==> src/rtl/tlpq_pkg.sv <==
// Shared types and codes of the three-level priority queue.
`timescale 1ns / 1ps

package tlpq_pkg;

  localparam int TAG_W  = 16;
  localparam int LVL_W  = 2;
  localparam int OP_W   = 2;
  localparam int STAT_W = 2;
  localparam int FILL_W = 5;

  localparam logic [OP_W-1:0] OP_PUT   = 2'd0;
  localparam logic [OP_W-1:0] OP_GET   = 2'd1;
  localparam logic [OP_W-1:0] OP_ACCEL = 2'd2;

  localparam logic [LVL_W-1:0] LVL_LOW    = 2'd0;
  localparam logic [LVL_W-1:0] LVL_NORMAL = 2'd1;
  localparam logic [LVL_W-1:0] LVL_HIGH   = 2'd2;

  localparam logic [STAT_W-1:0] STATUS_OK    = 2'd0;
  localparam logic [STAT_W-1:0] STATUS_EMPTY = 2'd1;
  localparam logic [STAT_W-1:0] STATUS_FULL  = 2'd2;

  typedef struct packed {
    logic [OP_W-1:0]  op;
    logic [TAG_W-1:0] payload;
    logic [LVL_W-1:0] priority_req;
  } in_req_t;

  typedef struct packed {
    logic [TAG_W-1:0]  out_payload;
    logic [LVL_W-1:0]  out_priority;
    logic [STAT_W-1:0] status;
    logic [FILL_W-1:0] fill_count;
  } result_t;

  typedef struct packed {
    logic [TAG_W-1:0] tag;
    logic [LVL_W-1:0] lvl;
  } entry_t;

  typedef enum logic [2:0] {
    ST_IDLE,
    ST_SCAN,
    ST_SHIFT,
    ST_ACCEL,
    ST_DONE
  } state_t;

endpackage

==> src/rtl/tlpq_store.sv <==
// Entry store: one write port, one registered read port.
`timescale 1ns / 1ps

module tlpq_store #(
  parameter int DEPTH = 16
) (
  input  logic                      clk,
  input  logic                      wr_en,
  input  logic [$clog2(DEPTH)-1:0]  wr_addr,
  input  tlpq_pkg::entry_t          wr_data,
  input  logic                      rd_en,
  input  logic [$clog2(DEPTH)-1:0]  rd_addr,
  output tlpq_pkg::entry_t          rd_data
);

  tlpq_pkg::entry_t mem [DEPTH];
  tlpq_pkg::entry_t rd_data_r;

  always_ff @(posedge clk) begin
    if (wr_en) begin
      mem[wr_addr] <= wr_data;
    end
  end

  always_ff @(posedge clk) begin
    if (rd_en) begin
      rd_data_r <= mem[rd_addr];
    end
  end

  assign rd_data = rd_data_r;

endmodule

==> src/rtl/tlpq_seq.sv <==
// Sequencer: walks the store one entry a cycle for scan, shift and accelerate.
`timescale 1ns / 1ps

module tlpq_seq #(
  parameter int DEPTH = 16
) (
  input  logic                      clk,
  input  logic                      rst_n,
  input  logic                      req_valid,
  input  tlpq_pkg::in_req_t         req,
  output logic                      req_ready,
  output logic                      res_valid,
  input  logic                      res_ready,
  output tlpq_pkg::result_t         res,
  output logic                      wr_en,
  output logic [$clog2(DEPTH)-1:0]  wr_addr,
  output tlpq_pkg::entry_t          wr_data,
  output logic                      rd_en,
  output logic [$clog2(DEPTH)-1:0]  rd_addr,
  input  tlpq_pkg::entry_t          rd_data
);

  localparam int AW = $clog2(DEPTH);
  localparam int CW = $clog2(DEPTH + 1);

  tlpq_pkg::state_t state_r, state_nxt;

  logic [CW-1:0]                 cnt_r, cnt_nxt;
  logic [CW-1:0]                 idx_r, idx_nxt;
  logic                          rv_r, rv_nxt;
  logic [AW-1:0]                 ra_r, ra_nxt;
  logic [AW-1:0]                 best_r, best_nxt;
  logic [tlpq_pkg::LVL_W-1:0]    best_lvl_r, best_lvl_nxt;
  logic [tlpq_pkg::TAG_W-1:0]    best_tag_r, best_tag_nxt;
  logic [tlpq_pkg::STAT_W-1:0]   status_r, status_nxt;

  logic                          walk_done;
  logic                          take_new;
  logic [tlpq_pkg::LVL_W-1:0]    put_lvl;

  assign walk_done = (idx_r == cnt_r);
  // the scan's level comparator: first entry, or strictly higher level
  assign take_new  = rv_r && ((ra_r == '0) || (rd_data.lvl > best_lvl_r));
  assign put_lvl   = (req.priority_req > tlpq_pkg::LVL_HIGH) ? tlpq_pkg::LVL_HIGH
                                                             : req.priority_req;

  always_comb begin
    state_nxt = state_r;
    case (state_r)
      tlpq_pkg::ST_IDLE: begin
        if (req_valid) begin
          case (req.op)
            tlpq_pkg::OP_GET:   state_nxt = (cnt_r == '0) ? tlpq_pkg::ST_DONE
                                                          : tlpq_pkg::ST_SCAN;
            tlpq_pkg::OP_ACCEL: state_nxt = tlpq_pkg::ST_ACCEL;
            default:            state_nxt = tlpq_pkg::ST_DONE;
          endcase
        end
      end
      tlpq_pkg::ST_SCAN: begin
        if (walk_done) state_nxt = tlpq_pkg::ST_SHIFT;
      end
      tlpq_pkg::ST_SHIFT: begin
        if (walk_done) state_nxt = tlpq_pkg::ST_DONE;
      end
      tlpq_pkg::ST_ACCEL: begin
        if (walk_done) state_nxt = tlpq_pkg::ST_DONE;
      end
      tlpq_pkg::ST_DONE: begin
        if (res_ready) state_nxt = tlpq_pkg::ST_IDLE;
      end
      default: state_nxt = tlpq_pkg::ST_IDLE;
    endcase
  end

  always_comb begin
    cnt_nxt      = cnt_r;
    idx_nxt      = idx_r;
    rv_nxt       = 1'b0;
    ra_nxt       = ra_r;
    best_nxt     = best_r;
    best_lvl_nxt = best_lvl_r;
    best_tag_nxt = best_tag_r;
    status_nxt   = status_r;
    wr_en        = 1'b0;
    wr_addr      = ra_r;
    wr_data      = rd_data;
    rd_en        = 1'b0;
    rd_addr      = idx_r[AW-1:0];

    // issue one read a cycle while walking
    if ((state_r == tlpq_pkg::ST_SCAN || state_r == tlpq_pkg::ST_SHIFT ||
         state_r == tlpq_pkg::ST_ACCEL) && !walk_done) begin
      rd_en   = 1'b1;
      idx_nxt = idx_r + CW'(1);
      rv_nxt  = 1'b1;
      ra_nxt  = idx_r[AW-1:0];
    end

    case (state_r)
      tlpq_pkg::ST_IDLE: begin
        if (req_valid) begin
          status_nxt   = tlpq_pkg::STATUS_OK;
          best_tag_nxt = '0;
          best_lvl_nxt = tlpq_pkg::LVL_LOW;
          best_nxt     = '0;
          idx_nxt      = '0;
          case (req.op)
            tlpq_pkg::OP_PUT: begin
              if (cnt_r == CW'(DEPTH)) begin
                status_nxt = tlpq_pkg::STATUS_FULL;
              end else begin
                wr_en       = 1'b1;
                wr_addr     = cnt_r[AW-1:0];
                wr_data.tag = req.payload;
                wr_data.lvl = put_lvl;
                cnt_nxt     = cnt_r + CW'(1);
              end
            end
            tlpq_pkg::OP_GET: begin
              if (cnt_r == '0) status_nxt = tlpq_pkg::STATUS_EMPTY;
            end
            default: ;
          endcase
        end
      end
      tlpq_pkg::ST_SCAN: begin
        if (take_new) begin
          best_nxt     = ra_r;
          best_lvl_nxt = rd_data.lvl;
          best_tag_nxt = rd_data.tag;
        end
        // start the gap close just past the winner
        if (walk_done) begin
          idx_nxt = CW'(best_nxt) + CW'(1);
        end
      end
      tlpq_pkg::ST_SHIFT: begin
        if (rv_r) begin
          wr_en   = 1'b1;
          wr_addr = ra_r - AW'(1);
        end
        if (walk_done) cnt_nxt = cnt_r - CW'(1);
      end
      tlpq_pkg::ST_ACCEL: begin
        if (rv_r && rd_data.lvl == tlpq_pkg::LVL_LOW) begin
          wr_en       = 1'b1;
          wr_addr     = ra_r;
          wr_data.lvl = tlpq_pkg::LVL_HIGH;
        end
      end
      default: ;
    endcase
  end

  always_ff @(posedge clk) begin
    if (!rst_n) begin
      state_r <= tlpq_pkg::ST_IDLE;
      cnt_r   <= '0;
      idx_r   <= '0;
      rv_r    <= 1'b0;
    end else begin
      state_r <= state_nxt;
      cnt_r   <= cnt_nxt;
      idx_r   <= idx_nxt;
      rv_r    <= rv_nxt;
    end
  end

  always_ff @(posedge clk) begin
    ra_r       <= ra_nxt;
    best_r     <= best_nxt;
    best_lvl_r <= best_lvl_nxt;
    best_tag_r <= best_tag_nxt;
    status_r   <= status_nxt;
  end

  assign req_ready        = (state_r == tlpq_pkg::ST_IDLE);
  assign res_valid        = (state_r == tlpq_pkg::ST_DONE);
  assign res.out_payload  = best_tag_r;
  assign res.out_priority = best_lvl_r;
  assign res.status       = status_r;
  assign res.fill_count   = tlpq_pkg::FILL_W'(cnt_r);

endmodule

==> src/rtl/three_level_priority_queue_top.sv <==
// Top level of the three-level priority queue.
`timescale 1ns / 1ps

//  channel | ports                          | direction | moves
//  --------+--------------------------------+-----------+---------------------------
//  input   | in_valid, in_stall, in_req     | in        | request: op, tag, level
//  result  | out_valid, out_stall, out_res  | out       | result of each request
//
//  A put, an empty get and an unused op go from accept straight to done.
//  An accelerate walks all N entries held; a get walks all N to find the
//  entry to remove, then walks the entries behind it to close the gap. Each
//  walk through the store moves one entry a cycle.
//  One request is in work at a time; in_stall stays high until its result
//  moves into the output register. Reset is synchronous and empties the
//  queue; stored entries need no clearing. A stalled result holds while the
//  next request is already accepted and worked on.

module three_level_priority_queue_top #(
  parameter int DEPTH = 16
) (
  input  logic                clk,
  input  logic                rst_n,
  input  logic                in_valid,
  output logic                in_stall,
  input  tlpq_pkg::in_req_t   in_req,
  output logic                out_valid,
  input  logic                out_stall,
  output tlpq_pkg::result_t   out_res
);

  localparam int AW = $clog2(DEPTH);

  logic               seq_ready;
  logic               res_valid;
  logic               res_ready;
  tlpq_pkg::result_t  res;

  logic               wr_en;
  logic [AW-1:0]      wr_addr;
  tlpq_pkg::entry_t   wr_data;
  logic               rd_en;
  logic [AW-1:0]      rd_addr;
  tlpq_pkg::entry_t   rd_data;

  logic               out_valid_r;
  tlpq_pkg::result_t  out_res_r;

  // sequencer takes a request only when idle
  assign in_stall  = !seq_ready;
  // the output slot frees when empty or when its result leaves this cycle
  assign res_ready = !out_valid_r || !out_stall;

  tlpq_seq #(
    .DEPTH (DEPTH)
  ) u_seq (
    .clk       (clk),
    .rst_n     (rst_n),
    .req_valid (in_valid),
    .req       (in_req),
    .req_ready (seq_ready),
    .res_valid (res_valid),
    .res_ready (res_ready),
    .res       (res),
    .wr_en     (wr_en),
    .wr_addr   (wr_addr),
    .wr_data   (wr_data),
    .rd_en     (rd_en),
    .rd_addr   (rd_addr),
    .rd_data   (rd_data)
  );

  tlpq_store #(
    .DEPTH (DEPTH)
  ) u_store (
    .clk     (clk),
    .wr_en   (wr_en),
    .wr_addr (wr_addr),
    .wr_data (wr_data),
    .rd_en   (rd_en),
    .rd_addr (rd_addr),
    .rd_data (rd_data)
  );

  // output register: load a finished result, drop it once taken
  always_ff @(posedge clk) begin
    if (!rst_n) begin
      out_valid_r <= 1'b0;
    end else if (res_valid && res_ready) begin
      out_valid_r <= 1'b1;
    end else if (!out_stall) begin
      out_valid_r <= 1'b0;
    end
  end

  always_ff @(posedge clk) begin
    if (res_valid && res_ready) begin
      out_res_r <= res;
    end
  end

  assign out_valid = out_valid_r;
  assign out_res   = out_res_r;

endmodule

==> config.mk <==
export PLATFORM = sky130hd
export DESIGN_NAME = three_level_priority_queue_top
export DESIGN_NICKNAME = d
export VERILOG_FILES = /design/src/rtl/tlpq_pkg.sv /design/src/rtl/tlpq_store.sv /design/src/rtl/tlpq_seq.sv /design/src/rtl/three_level_priority_queue_top.sv
export SDC_FILE = /design/constraint.sdc
export NUM_CORES = 1
export LEC_CHECK = 0
export BUFFER_PORTS_ARGS = -buffer_cell sky130_fd_sc_hd__buf_4
export CORE_ASPECT_RATIO = 1.4
export CORE_UTILIZATION = 56
export DETAILED_ROUTE_END_ITERATION = 10
export GPL_TIMING_DRIVEN = 0
export PLACE_DENSITY = 0.75
export SLEW_MARGIN = 30
export SYNTH_ARGS = -nofsm -noshare
export SYNTH_HDL_FRONTEND = slang
export SYNTH_SLANG_ARGS = --single-unit
==> constraint.sdc <==
create_clock -name clk -period 3.2 [get_ports clk]
set_clock_uncertainty 0.2 [all_clocks]
set_input_delay 0.32 -clock clk [delete_from_list [all_inputs] [get_ports clk]]
set_output_delay 0.32 -clock clk [all_outputs]
set_load 0.01 [all_outputs]
==> results.cfg, run 1 <==
[detailed_routing]
totalWireLength_mm = 35.2
drt_iter0_markers = 722
num_vias = 7927
viasPerCell = 6.48
antenna_left = 0
wire_per_inst_um = 28.7
firstDrtPassIters = 6
drc = 0

[placed_design]
placed_area_um2 = 16400
hpwl_mm = 22.3
place_congestion = 0.850
dp.cells = 1143
port_buffers = 50
place_ws_ps = -130

[global_routing]
grt_max_degree = 17
grt-busiest-layer = met2
grt_overflow_total = 0
grt_use_total_pct = 26.5
grt_util_met1_pct = 31.9
met2_usage_pct = 45.8
grt_pass1_wl_mm = 51.4
gr-usage-met3_pct = 4.54
grt_pass1_vias = 8304
antenna_found_initial = 1

[worst_setup_path]
worstPathCellList = or4b_1, nor3_1, a221o_1, nand3_1, nor2_4, buf_16
worstPathArrival_ps = 3100
cp_max_fo = 15
r2r_setup_slack_ps = 130
slowest_delay_ps = 580
cp_slowest_cell = or4b_1
required_ps = 3230
path_class = flop to flop
end_kind = flop
critPathTopFamily = simple AND/OR/NAND/NOR gates
worst_setup_path_start_kind = flop
critPathBufInv = 1

[clock_tree]
cts.sinks = 374
clock-root-buffer = clkbuf_16
numCtsBuffers = 35
cts_buffer_depth = 3
clk_pin_slew_ps = 60
clk-insertion-delay-late_ps = 530
cts_max_level = 2
cts_tree = done

[yosys]
syn_area_um2 = 15000
synth-main-ff-cell = edfxtp_1
ys_types = 57
synth_cells = 748
synth_top_cell_area_share_pct = 71.7
async_reset_ff_share_pct = 0
syn_nets = 785
yosysTopAreaCell = edfxtp_1
ys_seq_elements = 374
synth.avg_cell_area_um2 = 20.1
seq_area_frac_synth_pct = 73.7
synthTopCellsByArea = edfxtp_1 (72%), mux4_2 (13%), dfxtp_1 (2.0%)
synth_edf_count = 359
yosys_warnings = 0

[final_layout]
layout_common_cells = edfxtp_1 (359), mux4_2 (90), buf_4 (65)
seq_area_um2 = 11100
final_cell_count_no_fill = 1223
fin_util_pct = 67.5
multi_input_area_um2 = 3890
area_growth_pct = 17.9
final_common_cell = edfxtp_1
n_fill_cell = 1634
final_nets = 910
fin_area_um2 = 17700
num_antenna_cells = 0
drive_above_1_share_pct = 32.5

[sta]
final_max_slew_viol_count = 0
finalSetupViolations = 0
finalCritPeriodShare_pct = 96.1
fmax_mhz = 325
setup_ws_ps = 125
max_slew_margin_pct = 33.9
period_needed_ps = 3070
timing.setup.tns_ps = 0
finalHoldViolCount = 0
tightest_slew_ps = 991
grt_setup_unrepaired = no

[floorplanning]
start_util_pct = 57.2
die_area_um2 = 27500
rows = 70
io_pins = 51
die_w_um = 140
coreArea_um2 = 26300
fp.dieH_um = 196

[pwr]
p_leak_nw = 5.84
ir_drop_mv = 0.467
power.density_nw_per_um2 = 621

[run]
drv_cap = 0

[hold_path]
hold_class = input port to flop

[status]
status = complete, no violations
-- flip-flops by register name, indices dropped and copies added, names as in the netlist --
name / count
u_store.mem: 288
out_res: 25
u_store.rd_data: 18
u_seq.best_tag_r: 16
u_seq.cnt_r: 5
u_seq.idx_r: 5
u_seq.best_r: 4
u_seq.ra_r: 4
u_seq.state_r: 3
u_seq.best_lvl_r: 2
u_seq.status_r: 2
out_valid: 1
u_seq.rv_r: 1
-- where the power goes --
part	switching [mW]	internal, mW
clock network	1.73	2.33
registers	0.0984	5.64
logic	0.730	0.477
total	2.56	8.44
-- cells in the mapped netlist, types with 2 or more instances --
library cell    n
a2111oi_2       2
a21bo_2         2
a21boi_0        4
a21o_1          4
a21oi_1        13
a221o_1         2
a221oi_1        2
and2_1          5
and3_1         23
buf_2          14
buf_6           2
clkbuf_1       18
dfxtp_1        15
edfxtp_1      359
ha_1           12
inv_1          14
mux2_2         16
mux2i_1         5
mux4_2         90
nand2_1        16
nand2b_1        4
nand3_1        11
nor2_1         32
nor2b_1         6
nor3_1          7
nor4bb_1        2
o211a_1         3
o211ai_1        3
o21ai_0         9
o21ai_1         2
o22ai_1         6
or3_1           2
or4b_4          2
xnor2_1        12
xor2_1          7
-- final timing paths --
kind | start | to | cells after the start
min reg2reg | u_seq.best_tag_r[0] | out_res[9] | 0
max reg2reg | u_seq.ra_r[0] | u_store.mem[8][12] | 6
max | u_seq.ra_r[0] | u_store.mem[8][12] | 6
min | in_req[7] | u_store.mem[1][7] | 2
-- area by class of cell --
cell class,instances,area share [%]
buffer,34,0.932
clock buffer,45,5.27
clock inverter,18,1.03
inverter,14,0.296
multi-input combinational,325,21.9
sequential,374,62.5
tap,324,2.29
timing repair buffer,89,5.75
-- kinds of logic (layout without fill, tap and decap cells) --
family | Yosys count | in the layout | synth area share (%)
flip-flops | 374 | 374 | 73.7
buffers and inverters | 49 | 200 | 1.46
multiplexers | 111 | 111 | 15.0
adder cells (fa/ha/maj) | 13 | 13 | 1.13
AO/OA/AOI/OAI | 63 | 63 | 3.24
AND/OR/NAND/NOR | 119 | 119 | 4.35
XOR/XNOR | 19 | 19 | 1.11
-- per-layer routing --
metal	part of all wire, %	vias to the layer above
met5	0.026	-
met4	5.2	2
met3	6.5	108
met2	52	410
met1	36	4085
li1	-	3322
-- timing repair --
item / CTS / global route
hold buffers: 3 / 0
cloned: 0 / 0
buffers inserted: 12 / 3
pin swaps: 9 / 3
resized for setup: 0 / 3
endpoints found under the hold margin: 7 / 0
setup endpoints to repair: 123 / 253
-- through the flow --
step	total power, mW	hold slack [ps]
2_1_floorplan	6.52	200
3_3_place_gp	6.87	206
3_5_place_dp	7.02	208
4_1_cts	11.0	132
5_1_grt	11.3	164
6_report	11.0	138
No activity file was read; power rests on OpenSTA's default activity.
==> inputs of run 2 (changes only) <==
--- a/config.mk
+++ b/config.mk
@@ -14,4 +14,5 @@
 export SLEW_MARGIN = 30
 export SYNTH_ARGS = -nofsm -noshare
 export SYNTH_HDL_FRONTEND = slang
+export SYNTH_HIERARCHICAL = 1
 export SYNTH_SLANG_ARGS = --single-unit
==> results.cfg, run 2 <==
[sta]
finalCritPeriodShare_pct = 98.8
max_slew_margin_pct = 34.0
finalHoldViolCount = 0
timing.hold.ws_ps = 148
finalSetupViolations = 0
grt_setup_unrepaired = no
timing.setup.tns_ps = 0
fmax_mhz = 316
tightest_slew_ps = 987
final_max_slew_viol_count = 0
period_needed_ps = 3160

[clock_tree]
clk-insertion-delay-late_ps = 520
cts.sinks = 374
clock-root-buffer = clkbuf_16
numCtsBuffers = 34
cts_buffer_depth = 3
cts_max_level = 2
cts_tree = done
clk_pin_slew_ps = 60

[worst_setup_path]
r2r_end = u_store/mem[0][14]
worst_setup_path_start_kind = flop
end_kind = flop
path_class = flop to flop
worstPathArrival_ps = 3170
r2r_setup_slack_ps = 40
cp-endpoint = u_store/mem[0][14]
cp_max_fo = 7
cp_slowest_cell = or4_4
worstPathCellList = or4_4, o21ai_4, nor2_2, a22oi_1, o21ai_2, or3b_4, nor3_4, buf_12, buf_4
critPathTopFamily = simple AND/OR/NAND/NOR gates
slowest_delay_ps = 570
cp-startpoint = u_seq/cnt_r[3]
critPathBufInv = 2
path_depth = 9
required_ps = 3210
r2r_cells = 9
rr_startpoint = u_seq/cnt_r[3]

[floorplanning]
io_pins = 51
die_w_um = 141
fp.dieH_um = 196
start_util_pct = 57.3
rows = 70
die_area_um2 = 27600
coreArea_um2 = 26300

[placed_design]
hpwl_mm = 20.8
port_buffers = 50
place_congestion = 0.837

[status]
status = complete, no violations

[yosys]
syn_area_um2 = 15100
synth_top_cell_area_share_pct = 71.6
seq_area_frac_synth_pct = 73.5
yosysTopAreaCell = edfxtp_1
syn_nets = 833
synth_edf_count = 359
ys_seq_elements = 374
synth_cells = 795
ys_types = 57
yosys-top-cells-count = edfxtp_1 (359), mux4_2 (50), nand2_1 (44), a22oi_1 (42), nor2_1 (24)
synthTopCellsByArea = edfxtp_1 (72%), mux4_2 (7.5%), mux4_1 (3.8%)
synth.avg_cell_area_um2 = 19.0
synth-main-ff-cell = edfxtp_1
yosys.cell_count.top_type = edfxtp_1
async_reset_ff_share_pct = 0
yosys_warnings = 6

[detailed_routing]
viasPerCell = 6.41
antenna_left = 0
drt_iter0_markers = 767
drc = 0
wire_per_inst_um = 26.8
totalWireLength_mm = 34.3
firstDrtPassIters = 5
num_vias = 8198

[final_layout]
largest_reg_flops = 288
top_register = u_store/mem
area_growth_pct = 19.0
num_antenna_cells = 0
layout_common_cells = edfxtp_1 (359), buf_4 (72), mux4_2 (50)
drive_above_1_share_pct = 27.3
final_nets = 966
final_common_cell = edfxtp_1

[pwr]
p_int_mw = 8.22
p_seq_share_pct = 53.0
p_leak_nw = 6.01
clockPowerShare_pct = 39.6
power_frac_comb_pct = 7.4
ir_drop_mv = 0.412
p_sw_mw = 2.25
power.density_nw_per_um2 = 584
sw_frac_of_total_pct = 21.5

[global_routing]
grt_max_degree = 26
antenna_found_initial = 0
grt_pass1_vias = 8442
grt_use_total_pct = 25.9
grt_pass1_wl_mm = 51.1
grt_overflow_total = 0

[hold_path]
hold_class = input port to flop
worstHoldPathCells = 4

[run]
drv_cap = 0
[run 2: power by group through the flow]
stage	logic, mW	registers (mW)	clock network (mW)
finish	0.770	5.55	4.15
global route	0.816	5.56	4.38
CTS	0.752	5.55	4.19
detailed placement	0.724	5.65	0
global placement	0.674	5.65	0
floorplan	0.443	5.64	0
[run 2: how the worst min path moves through the flow]
stage | from | end | slack (ps)
6_report | in_req[19] | u_seq/state_r[1] | 150
5_1_grt | in_req[19] | u_seq/state_r[1] | 180
4_1_cts | in_req[19] | u_seq/state_r[1] | 130
3_5_place_dp | u_seq/best_tag_r[11] | out_res[20] | 200
3_3_place_gp | u_seq/status_r[1] | out_res[6] | 200
2_1_floorplan | u_seq/best_tag_r[1] | out_res[10] | 200
[run 2: worst min-delay path, cell delays in order]
cell and delay, ps:
buf_4 90, ha_1 170, o211ai_1 90, o32ai_1 130
[run 2: cells by family after synthesis]
logic type                 Yosys count  synth area share, %
DFF                                374                 73.5
and+or+nand+nor                    141                 4.76
muxes                               95                 13.0
xor gates and xnor gates            15                0.872
AOI/OAI and AO/OA                   91                 4.43
adders and majority gates           14                 1.21
buffers and inverters               65                 2.19
[run 2: per-layer routing]
| metal | part of all wire, % | global-route usage [%] | vias to the layer above |
|---|---|---|---|
| met3 | 7.0 | 3.88 | 107 |
| met1 | 35 | 30.4 | 4140 |
| met4 | 4.9 | 12.4 | 0 |
| li1 | - | - | 3492 |
| met5 | 0 | 0 | - |
| met2 | 53 | 46.5 | 459 |
[run 2: cell type report]
cell class,instances,area (µm²)
Sequential cell,374,11100
Fill cell,1668,8350
Multi-Input combinational cell,356,3870
Timing Repair Buffer,101,1110
Clock buffer,45,956
Tap cell,324,405
Buffer,43,248
Clock inverter,17,184
Inverter,18,67.6
[run 2: what timing repair did]
item	4_1_cts	5_1_grt
endpoints found under the setup margin	288	194
endpoints found under the hold margin	3	0
buffers inserted	34	3
pin swaps	18	3
hold buffers	4	0
gates resized for setup	10	11
gates cloned	1	0
[run 2: per-stage QoR]
stage	instance area, µm²	std cells	power, mW	util [%]	worst slack [ps]
global placement	15900	1169	6.32	60.5	-1500
detailed placement	16100	1178	6.37	61.4	-885
CTS	17900	1276	10.5	68.0	12.0
finish	17900	1278	10.5	68.2	38.4
floorplan	15100	795	6.09	-	-366
global route	17900	1278	10.8	68.2	5.10
==> inputs of run 3 (changes only) <==
--- a/config.mk
+++ b/config.mk
@@ -5,12 +5,14 @@
 export SDC_FILE = /design/constraint.sdc
 export NUM_CORES = 1
 export LEC_CHECK = 0
+export ABC_AREA = 1
 export BUFFER_PORTS_ARGS = -buffer_cell sky130_fd_sc_hd__buf_4
 export CORE_ASPECT_RATIO = 1.4
 export CORE_UTILIZATION = 56
 export DETAILED_ROUTE_END_ITERATION = 10
 export GPL_TIMING_DRIVEN = 0
 export PLACE_DENSITY = 0.75
+export RECOVER_POWER = 50
 export SLEW_MARGIN = 30
 export SYNTH_ARGS = -nofsm -noshare
 export SYNTH_HDL_FRONTEND = slang
==> results.cfg, run 3 <==
[placed_design]
place_congestion = 0.870
placed_area_um2 = 17800
place_ws_ps = -65.0
hpwl_mm = 28.2
port_buffers = 50

[worst_setup_path]
end_kind = flop
critPathMostFrequentCell = nor2_4
r2r_end = u_store/mem[14][8]
rr_startpoint = u_seq/state_r[1]
worstPathCellList = nand2_2, nor2_4, nand2_1, o211ai_1, nand3_1, nor2_4, buf_16
path_class = flop to flop
cp_max_fo = 14
critPathTopFamily = simple AND/OR/NAND/NOR gates
worstPathArrival_ps = 3130
required_ps = 3240
r2r_setup_slack_ps = 110
cp_slowest_cell = dfxtp_1
slowest_delay_ps = 520
critPathBufInv = 1
r2r_cells = 7
worst_setup_path_start_kind = flop

[sta]
max_slew_margin_pct = 42.3
finalHoldViolCount = 0
timing.hold.ws_ps = 89.9
finalSetupViolations = 0
fmax_mhz = 324
finalCritPeriodShare_pct = 96.5
tightest_slew_ps = 865
setup_ws_ps = 113
period_needed_ps = 3090
timing.setup.tns_ps = 0
final_max_slew_viol_count = 0

[detailed_routing]
drc = 0
viasPerCell = 5.61
wire_per_inst_um = 20.5
antenna_left = 0
dr.max_layer_used = met4
wl_met3_mm = 3.77
firstDrtPassIters = 6
wl_met1_mm = 14.8
num_vias = 11800
dr_wl_met2_mm = 22.2
totalWireLength_mm = 43.0
drt_iter0_markers = 1294

[hold_path]
min-delay-start = in_req[19]
hold_class = input port to flop
worst_hold_path.endpoint = u_seq/state_r[1]
worstHoldPathCells = 4

[yosys]
synthTopCellsByArea = edfxtp_1 (66%), nand2_1 (10%), nand3_1 (7.2%)
yosysTopAreaCell = edfxtp_1
seq_area_frac_synth_pct = 67.4
ys_types = 44
synth_cells = 1577
async_reset_ff_share_pct = 0
yosys.cell_count.top_type = nand2_1
syn_nets = 1615
synth.avg_cell_area_um2 = 10.4
syn_area_um2 = 16400
ys_seq_elements = 374
synth_top_cell_area_share_pct = 65.6
synth-main-ff-cell = edfxtp_1
yosys_warnings = 6
synth_edf_count = 359
yosys-top-cells-count = nand2_1 (451), edfxtp_1 (359), inv_1 (275), nand3_1 (235), nor2_1 (49)

[floorplanning]
rows = 73
io_pins = 51
die_w_um = 147
die_area_um2 = 30000
coreArea_um2 = 28600
fp.dieH_um = 205
start_util_pct = 57.5

[final_layout]
fin_area_um2 = 19200
seq_area_um2 = 11100
multi_input_area_um2 = 4090
final_common_cell = nand2_1
area_growth_pct = 16.6
layout_common_cells = nand2_1 (451), edfxtp_1 (359), inv_1 (275)
n_fill_cell = 2042
fin_util_pct = 67.0
largest_reg_flops = 288
num_antenna_cells = 0
top_register = u_store/mem
final_nets = 1736
drive_above_1_share_pct = 13.9

[global_routing]
grt_pass1_wl_mm = 65.2
grt_max_degree = 26
antenna_found_initial = 0
grt_pass1_vias = 11800
grt_use_total_pct = 29.3
grt_overflow_total = 0

[pwr]
ir_drop_mv = 0.330
sw_frac_of_total_pct = 34.3
p_sw_mw = 5.14
power_frac_comb_pct = 29.3
p_seq_share_pct = 43.3
p_leak_nw = 8.05
p_int_mw = 9.82
clockPowerShare_pct = 27.4
power.density_nw_per_um2 = 781

[clock_tree]
clk-insertion-delay-late_ps = 540
cts_buffer_depth = 3
cts.sinks = 374
numCtsBuffers = 35
cts_tree = done
clock-root-buffer = clkbuf_16
cts_max_level = 2
clk_pin_slew_ps = 60

[status]
status = complete, no violations

[run]
drv_cap = 0
[run 3: worst register-to-register path, stage by stage, from the launching register on]
cell and delay [ps]:
dfxtp_1 520, nand2_2 170, nor2_4 290, nand2_1 90, o211ai_1 440, nand3_1 470
nor2_4 390, buf_16 210
[run 3: through the flow]
step / power (mW) / instances
finish: 15.0 / 2100
global route: 15.5 / 2100
CTS: 14.8 / 2092
detailed placement: 10.8 / 2019
global placement: 10.4 / 2002
floorplan: 9.05 / 1577
[run 3: worst max-delay path by stage]
stage                          start             endpoint  slack [ps]  cells after the start
finish              u_seq/state_r[1]   u_store/mem[14][8]         110                      7
global route          u_seq/cnt_r[3]   u_store/mem[11][5]         -40                      8
CTS                   u_seq/cnt_r[3]  u_store/mem[13][13]           6                      7
detailed placement    u_seq/cnt_r[3]   u_store/mem[9][10]         -70                      8
global placement      u_seq/cnt_r[3]  u_store/mem[11][14]        -810                      8
floorplan             u_seq/cnt_r[3]   u_store/mem[10][0]         320                      8
[run 3: routing by layer]
metal  vias up  track usage [%]
li1       5387                -
met1      5554             32.9
met2       681             52.5
met3       154             4.77
met4         0             17.1
met5         -                0
[run 3: cell type report]
cell class,count,share of cell area [%]
Buffer,67,2.00
Clock buffer,39,4.76
Clock inverter,25,1.10
Inverter,285,5.61
Multi-Input combinational cell,851,21.4
Sequential cell,374,57.8
Tap cell,375,2.45
Timing Repair Buffer,84,4.88
[run 3: kinds of logic after synthesis]
| logic type | synth area share [%] |
|---|---|
| AOI/OAI and AO/OA | 2.45 |
| xor gates and xnor gates | 0.480 |
| adders and majority gates | 1.11 |
| buffers and inverters | 8.87 |
| DFF | 67.4 |
| and+or+nand+nor | 19.7 |
[run 3: power by group through the flow]
stage / Clock (mW) / Combinational [mW] / Sequential (mW)
after floorplan: 0 / 2.49 / 6.56
after global placement: 0 / 3.76 / 6.59
after detailed placement: 0 / 4.19 / 6.58
after CTS: 4.13 / 4.24 / 6.48
after global routing: 4.30 / 4.73 / 6.52
final: 4.09 / 4.39 / 6.48
[run 3: repair_timing]
item,4_1_cts,5_1_grt
endpoints found under the hold margin,17,0
pin swaps,6,5
setup endpoints to repair,97,241
resized for setup,0,1
setup buffers,5,8
hold buffers,4,0
